File: src/rtl/toeq_pkg.sv
`default_nettype none
package toeq_pkg;

  localparam int DEFAULT_QUEUE_DEPTH = 16;

  localparam int SEC_W   = 32;
  localparam int USEC_W  = 20;
  localparam int TAG_W   = 16;
  localparam int FILL_W  = 5;
  localparam int STAT_W  = 2;

  localparam logic [USEC_W-1:0] USEC_PER_SEC = USEC_W'(1000000);

  localparam logic MODE_PUSH = 1'b0;
  localparam logic MODE_PULL = 1'b1;

  localparam logic [STAT_W-1:0] ST_PUSH_DONE  = 2'd0;
  localparam logic [STAT_W-1:0] ST_PULL_DONE  = 2'd1;
  localparam logic [STAT_W-1:0] ST_QUEUE_FULL = 2'd2;
  localparam logic [STAT_W-1:0] ST_QUEUE_EMPT = 2'd3;

  typedef struct packed {
    logic [SEC_W-1:0]  seconds;
    logic [USEC_W-1:0] micros;
    logic              kind;
    logic [TAG_W-1:0]  tag;
  } event_t;

  // Shift command shared by every cell of the row
  typedef struct packed {
    logic update;
    logic push;
  } cell_ctrl_t;

endpackage
`default_nettype wire

File: src/rtl/toeq_cell.sv
`default_nettype none
module toeq_cell (
  input  wire                 clk,
  input  toeq_pkg::cell_ctrl_t ctrl,
  input  toeq_pkg::event_t    new_evt,
  input  toeq_pkg::event_t    left_evt,
  input  wire                 left_flag,
  input  toeq_pkg::event_t    right_evt,
  input  wire                 occupied,
  output toeq_pkg::event_t    evt,
  output logic                flag
);

  toeq_pkg::event_t slot_r;
  toeq_pkg::event_t slot_nxt;
  logic             not_earlier;

  // stored deadline at or after the new one
  always_comb begin
    if (slot_r.seconds != new_evt.seconds) begin
      not_earlier = slot_r.seconds > new_evt.seconds;
    end else begin
      not_earlier = slot_r.micros >= new_evt.micros;
    end
  end

  assign flag = !occupied || not_earlier;

  always_comb begin
    if (ctrl.push) begin
      priority if (left_flag) begin
        slot_nxt = left_evt;
      end else if (flag) begin
        slot_nxt = new_evt;
      end else begin
        slot_nxt = slot_r;
      end
    end else begin
      slot_nxt = right_evt;
    end
  end

  always_ff @(posedge clk) begin
    if (ctrl.update) begin
      slot_r <= slot_nxt;
    end
  end

  assign evt = slot_r;

endmodule
`default_nettype wire

File: src/rtl/toeq_delta.sv
`default_nettype none
module toeq_delta (
  input  toeq_pkg::event_t                   head_evt,
  input  toeq_pkg::event_t                   next_evt,
  output logic [toeq_pkg::SEC_W-1:0]         delta_seconds,
  output logic [toeq_pkg::USEC_W-1:0]        delta_micros
);

  logic [toeq_pkg::USEC_W:0] usec_diff;
  logic                      borrow;

  assign usec_diff = {1'b0, next_evt.micros} - {1'b0, head_evt.micros};
  assign borrow    = usec_diff[toeq_pkg::USEC_W];

  assign delta_micros = borrow ?
      usec_diff[toeq_pkg::USEC_W-1:0] + toeq_pkg::USEC_PER_SEC :
      usec_diff[toeq_pkg::USEC_W-1:0];

  assign delta_seconds = next_evt.seconds - head_evt.seconds
                         - {{(toeq_pkg::SEC_W-1){1'b0}}, borrow};

endmodule
`default_nettype wire

File: src/rtl/time_ordered_event_queue_unit.sv
`default_nettype none
// Channel | Direction | Ports
// in      | input     | in_valid, in_ready, in_mode, in_event_seconds/micros/kind/tag
// out     | output    | out_valid, out_ready, out_status, out_seconds/micros/kind/tag,
//         |           | out_next_valid, out_delta_seconds/micros, out_fill_count
//
// The cell row shifts once per accepted push into a non-full queue or pull from a
// non-empty one; the result is registered on acceptance and shown in the next cycle.
// An item is taken while the result register is empty or being drained.
// Reset (rst_n low, synchronous) empties the queue and the result register; slot
// contents are not cleared.
// A stalled out channel holds the result and blocks new items.
module time_ordered_event_queue_unit #(
  parameter int QUEUE_DEPTH = toeq_pkg::DEFAULT_QUEUE_DEPTH
) (
  input  wire                              clk,
  input  wire                              rst_n,
  input  wire                              in_valid,
  output logic                             in_ready,
  input  wire                              in_mode,
  input  wire  [toeq_pkg::SEC_W-1:0]       in_event_seconds,
  input  wire  [toeq_pkg::USEC_W-1:0]      in_event_micros,
  input  wire                              in_event_kind,
  input  wire  [toeq_pkg::TAG_W-1:0]       in_event_tag,
  output logic                             out_valid,
  input  wire                              out_ready,
  output logic [toeq_pkg::STAT_W-1:0]      out_status,
  output logic [toeq_pkg::SEC_W-1:0]       out_seconds,
  output logic [toeq_pkg::USEC_W-1:0]      out_micros,
  output logic                             out_kind,
  output logic [toeq_pkg::TAG_W-1:0]       out_tag,
  output logic                             out_next_valid,
  output logic [toeq_pkg::SEC_W-1:0]       out_delta_seconds,
  output logic [toeq_pkg::USEC_W-1:0]      out_delta_micros,
  output logic [toeq_pkg::FILL_W-1:0]      out_fill_count
);

  localparam int CW = $clog2(QUEUE_DEPTH + 1);

  logic [CW-1:0] count_r;
  logic [CW-1:0] count_nxt;

  toeq_pkg::event_t     new_evt;
  toeq_pkg::event_t     evt_a  [QUEUE_DEPTH];
  logic                 flag_a [QUEUE_DEPTH];
  toeq_pkg::cell_ctrl_t ctrl;

  logic in_fire;
  logic is_push;
  logic full;
  logic empty;
  logic has_next;

  logic [toeq_pkg::SEC_W-1:0]  delta_seconds;
  logic [toeq_pkg::USEC_W-1:0] delta_micros;

  logic                          out_valid_r;
  logic [toeq_pkg::STAT_W-1:0]   status_r,  status_nxt;
  toeq_pkg::event_t              pulled_r,  pulled_nxt;
  logic                          nvalid_r,  nvalid_nxt;
  logic [toeq_pkg::SEC_W-1:0]    dsec_r,    dsec_nxt;
  logic [toeq_pkg::USEC_W-1:0]   dusec_r,   dusec_nxt;
  logic [toeq_pkg::FILL_W-1:0]   fill_r,    fill_nxt;
  logic [CW+toeq_pkg::FILL_W-1:0] fill_ext;

  assign in_ready = !out_valid_r || out_ready;
  assign in_fire  = in_valid && in_ready;
  assign is_push  = (in_mode == toeq_pkg::MODE_PUSH);
  assign full     = (count_r == CW'(QUEUE_DEPTH));
  assign empty    = (count_r == '0);
  assign has_next = (count_r > CW'(1));

  assign new_evt.seconds = in_event_seconds;
  assign new_evt.micros  = in_event_micros;
  assign new_evt.kind    = in_event_kind;
  assign new_evt.tag     = in_event_tag;

  assign ctrl.push   = is_push;
  assign ctrl.update = in_fire && (is_push ? !full : !empty);

  genvar gi;
  generate
    for (gi = 0; gi < QUEUE_DEPTH; gi++) begin : g_cell
      toeq_pkg::event_t left_evt;
      toeq_pkg::event_t right_evt;
      logic             left_flag;

      if (gi == 0) begin : g_first
        assign left_evt  = new_evt;
        assign left_flag = 1'b0;
      end else begin : g_mid
        assign left_evt  = evt_a[gi-1];
        assign left_flag = flag_a[gi-1];
      end

      if (gi == QUEUE_DEPTH - 1) begin : g_last
        assign right_evt = evt_a[gi];
      end else begin : g_body
        assign right_evt = evt_a[gi+1];
      end

      toeq_cell u_cell (
        .clk       (clk),
        .ctrl      (ctrl),
        .new_evt   (new_evt),
        .left_evt  (left_evt),
        .left_flag (left_flag),
        .right_evt (right_evt),
        .occupied  (CW'(gi) < count_r),
        .evt       (evt_a[gi]),
        .flag      (flag_a[gi])
      );
    end
  endgenerate

  toeq_delta u_delta (
    .head_evt      (evt_a[0]),
    .next_evt      (evt_a[1]),
    .delta_seconds (delta_seconds),
    .delta_micros  (delta_micros)
  );

  always_comb begin
    count_nxt  = count_r;
    status_nxt = toeq_pkg::ST_PUSH_DONE;
    pulled_nxt = '0;
    nvalid_nxt = 1'b0;
    dsec_nxt   = '0;
    dusec_nxt  = '0;
    if (is_push) begin
      if (full) begin
        status_nxt = toeq_pkg::ST_QUEUE_FULL;
      end else begin
        count_nxt = count_r + CW'(1);
      end
    end else begin
      if (empty) begin
        status_nxt = toeq_pkg::ST_QUEUE_EMPT;
      end else begin
        status_nxt = toeq_pkg::ST_PULL_DONE;
        count_nxt  = count_r - CW'(1);
        pulled_nxt = evt_a[0];
        if (has_next) begin
          nvalid_nxt = 1'b1;
          dsec_nxt   = delta_seconds;
          dusec_nxt  = delta_micros;
        end
      end
    end
    fill_ext = {{toeq_pkg::FILL_W{1'b0}}, count_nxt};
    fill_nxt = fill_ext[toeq_pkg::FILL_W-1:0];
  end

  always_ff @(posedge clk) begin
    if (!rst_n) begin
      count_r     <= '0;
      out_valid_r <= 1'b0;
    end else begin
      if (in_fire) begin
        count_r <= count_nxt;
      end
      if (in_fire) begin
        out_valid_r <= 1'b1;
      end else if (out_ready) begin
        out_valid_r <= 1'b0;
      end
    end
  end

  // result payload, held while the out side stalls
  always_ff @(posedge clk) begin
    if (in_fire) begin
      status_r <= status_nxt;
      pulled_r <= pulled_nxt;
      nvalid_r <= nvalid_nxt;
      dsec_r   <= dsec_nxt;
      dusec_r  <= dusec_nxt;
      fill_r   <= fill_nxt;
    end
  end

  assign out_valid         = out_valid_r;
  assign out_status        = status_r;
  assign out_seconds       = pulled_r.seconds;
  assign out_micros        = pulled_r.micros;
  assign out_kind          = pulled_r.kind;
  assign out_tag           = pulled_r.tag;
  assign out_next_valid    = nvalid_r;
  assign out_delta_seconds = dsec_r;
  assign out_delta_micros  = dusec_r;
  assign out_fill_count    = fill_r;

endmodule
`default_nettype wire

File: config.mk
export PLATFORM = sky130hd
export DESIGN_NAME = time_ordered_event_queue_unit
export DESIGN_NICKNAME = d
export VERILOG_FILES = /design/src/rtl/toeq_pkg.sv /design/src/rtl/toeq_cell.sv /design/src/rtl/toeq_delta.sv /design/src/rtl/time_ordered_event_queue_unit.sv
export SDC_FILE = /design/constraint.sdc
export NUM_CORES = 2
export LEC_CHECK = 0
export CORE_ASPECT_RATIO = 1.5
export CORE_UTILIZATION = 39
export CTS_CLUSTER_DIAMETER = 100
export DETAILED_ROUTE_END_ITERATION = 8
export DONT_BUFFER_PORTS = 1
export PLACE_DENSITY = 0.6
export SYNTH_ARGS = -nofsm -noshare
export SYNTH_HDL_FRONTEND = slang
export SYNTH_SLANG_ARGS = --single-unit
File: constraint.sdc
create_clock -name clk -period 9.7 [get_ports clk]
set_clock_uncertainty 0.15 [all_clocks]
set_input_delay 0.97 -clock clk [delete_from_list [all_inputs] [get_ports clk]]
set_output_delay 0.97 -clock clk [all_outputs]
set_load 0.005 [all_outputs]
==> impl_results.md <==
- Outcome: complete, but fails checks
- Violations in the final reports: max-capacitance violations, max-slew violations
- # resized after CTS: 0
- Period utilization: 0.723
- Cell Count, Final, Fillers Out: 10500
- Fmax: about 140 MHz
- Design Area, Final: roughly 0.09 sq mm
- Final ANT Viol Nets: 0
- Crit path required time: 9.98 ns
- Clk buf depth: 3
- Critical Path Source: in_event_seconds[28]
- Hold Vio Cnt, Final: 0
- Largest fanout on the critical path: 31
- Startpoint types: input port
- RR Startpoint: g_cell[1].u_cell.evt[68]
- Synth cell types: 85
- RSZ-0062 raised after global routing: no
- Mapped cell area: 0.0825 sq mm
- Congestion Overflow GR: 0
- Nets: 8547
- Initial antenna violation count: 13
- Hold Path Class: in2reg
- Total Neg Setup Slack: 0 ns
- CP Cell Sequence: inv_1 -> ha_1 -> nand4_1 -> nor4_1 -> nand4_1 -> o211ai_1 -> a221oi_2 -> buf_4 -> a21o_4 -> and2_1 -> a21oi_4 -> buf_4
- Syn avg cell area: 10.6 sq um
- WS Path Type: in2reg
- Reg2reg path depth: 11
- CTS Sinks: 1239
- Max-slew violations: about 480
- Crit end category: flop
- Area growth syn-to-layout: 9.10%
- Finished Core Util: 0.429
- Period minus WS final: 7.01 ns
- Core box area: 0.210 sq mm
- GRT Resource Usage Total: 0.287
- Die W: 378 microns
- Post-synth net total: 8797
- Dpl cells: between 10000 and 15000
- Pwr dens: 176 mW/mm^2
- DP Wirelength: 215000 microns
- First-pass GRT wire length: 450000 microns
- Layout cells sized above 1: 0.0501
- Die area: approximately 0.21 sq mm
- Later-pin clock latency in the skew report: 0.84 ns
- Max IR drop VDD: 0.151 mV
- CTS H-tree lvls: 4
- Max cap viols: 1
- Setup-failing EPs final: 0
- Row count: 206
- CP peak stage delay: 1.17 ns
- Vias in the first global route: 65000
- # DRC: 0
- Synth warnings: 0
- CTS tree: yes
- Initial DRC count: 6426
- CTS Buf Count: 140
- Top FF cell, synth: edfxtp_1
- Largest net degree at the start of global routing: roughly 1800
- Slew headroom: -0.210
- Sequential share of the synthesized area: 0.450
- Pleak: 38.1 nW
- Synth Register Bits: between 1000 and 1500
- Multi-input gate area: 0.0423 sq mm
- Via density: 6.22
- Crit path to: g_cell[1].u_cell.evt[47]
- Instance count of the mapped netlist: 7804
- Hold buffer count at cts: 0
- Initial DRT Pass Iterations: 8
- Count of flip-flops with a built-in enable after synthesis: 1233
- Drt total wl: between 300000 and 400000 microns
- I/O Buffers: 0
- Critical Path AT: roughly 7.3 ns
- CTS root buffer: clkbuf_16
- Gpl congestion: 0.957
- Post-synth ARST share: 0
- Worst-path clk slew: 0.06 ns
- Slowest cell on crit path: nor4_1
- Vias: 65200
- Die Ht: around 570 microns
- Reg2Reg Setup Slack: 2.80 ns
- Initial core utilization: 0.393
- I/O pins: about 210
- Setup bufs post-CTS: 0
- Placed inst area: around 0.085 sq mm
- WL/cell: 29.9 microns
- Slew @ Worst Pin: 1.82 ns
- FF-to-FF End: g_cell[1].u_cell.evt[47]
- Fillers: 20000
- FF/Latch Area: ~0.037 sq mm
[power breakdown]
part	leakage, nW	switching, W	internal (W)
Combinational	24.1	0.00219	0.00123
Clock	2.21	0.00248	0.00303
Sequential	11.8	0.000424	0.00653
Total	38.1	0.00508	0.0108
[cell usage in the layout, fill, tap and decap left out, types with 72 or more instances in the layout]
master | synthesis | final
mux2i_1 | 612 | 612
nand3_1 | 117 | 117
nand4_1 | 236 | 236
ha_1 | 916 | 916
a22oi_1 | 92 | 92
o21ai_0 | 171 | 168
a21oi_1 | 231 | 218
edfxtp_1 | 1233 | 1233
o311ai_1 | 72 | 72
nand2_1 | 846 | 845
nor2_1 | 280 | 276
clkbuf_16 | 0 | 141
o21ai_1 | 669 | 669
buf_4 | 10 | 113
a21o_1 | 388 | 387
inv_1 | 352 | 351
nand2b_1 | 102 | 101
nor3b_1 | 74 | 74
o211ai_1 | 107 | 107
[synth_stat cells, types with 11 or more instances]
library cell  count  share of area
mux2_1           69         0.0094
xnor2_1          25         0.0027
mux2i_1         612          0.074
clkbuf_1        390          0.018
o211ai_1        107         0.0097
nand2b_1        102         0.0077
nor2_1          280          0.013
a21oi_1         231          0.014
o21a_1           34         0.0031
edfxtp_1       1233           0.45
o221ai_1         17         0.0018
nor4_1           13        0.00099
a2111oi_0        11         0.0012
a221o_1          70         0.0085
a22oi_1          92         0.0084
o21ai_1         669          0.041
nor3_1           49         0.0030
a211oi_1         40         0.0036
and4_1           17         0.0018
xor2_1           24         0.0025
a21o_1          388          0.035
nor3b_1          74         0.0067
ha_1            916           0.14
o221a_1          69         0.0094
a31oi_1          72         0.0055
o311ai_1         72         0.0076
nand2_1         846          0.038
nor2b_1          65         0.0049
inv_1           352          0.016
nand4_1         236          0.018
buf_1            28         0.0013
nand3_1         117         0.0071
and2_1           55         0.0042
and3_1           13        0.00099
buf_2            80         0.0049
o21ai_0         171          0.010
[layer usage]
metal | wire length (microns) | share of wire | vias to the layer above | track usage
li1 | - | - | 29100 | -
met1 | 117000 | 0.37 | 32200 | 0.331
met2 | 149000 | 0.48 | 2981 | 0.479
met3 | 23400 | 0.075 | 858 | 0.0560
met4 | 24000 | 0.077 | 2 | 0.196
met5 | 14 | 0.000045 | - | 0
[per-stage QoR]
| step | power [W] | worst slack (ns) | hold slack, ns |
|---|---|---|---|
| detailed placement | 0.0103 | 1.86 | 0.377 |
| global route | 0.0164 | 2.70 | 0.0548 |
| finish | 0.0159 | 2.69 | 0.0840 |
| CTS | 0.0158 | 2.73 | 0.0749 |
| floorplan | 0.00917 | 1.88 | 0.356 |
| global placement | 0.0102 | 1.86 | 0.363 |
[final cells by class]
cell class              count  area share
multi-input cells        5691       0.470
flip-flops and latches   1239       0.413
clock buffers             164      0.0403
well taps                2808      0.0390
inverters                 358      0.0151
repair buffers            124      0.0123
clock inverters            84      0.0102
diodes                      7    0.000195
[flip-flops by register name (all words and copies together) (netlist names)]
signal and cells:
count_r 5, g_cell.u_cell.evt 1104, out_delta_micros 20, out_delta_seconds 32
out_fill_count 5, out_kind 1, out_micros 20, out_next_valid 1
out_seconds 32, out_status 2, out_tag 16, out_valid 1
[critical path, delay by kind of cell]
kind	cells	cell delay [ns]
compound gates	4	1.71
fa+ha+maj	1	0.27
buf+inv	3	1.54
simple gates	4	2.64
[cell families (layout without fill, tap and decap cells)]
logic type,count (synthesis),in the layout,synth area share
DFF,1239,1239,0.450
other,0,7,0
muxes,681,681,0.0837
buffers and inverters,874,730,0.0422
AOI/OAI and AO/OA,2140,2140,0.170
adders and majority gates,919,919,0.140
and+or+nand+nor,1902,1902,0.110
xor gates and xnor gates,49,49,0.00520
[worst min-delay path by stage]
| stage | from | end | depth (start not counted) |
|---|---|---|---|
| after detailed placement | g_cell[15].u_cell.evt[7] | g_cell[14].u_cell.evt[7] | 2 |
| after global routing | in_mode | out_status[0] | 0 |
| after global placement | g_cell[15].u_cell.evt[10] | g_cell[14].u_cell.evt[10] | 2 |
| final | in_mode | out_status[0] | 0 |
| after CTS | in_valid | out_valid | 2 |
| after floorplan | g_cell[15].u_cell.evt[0] | g_cell[14].u_cell.evt[0] | 2 |
Note: power is estimated with default switching activity, not from simulation.
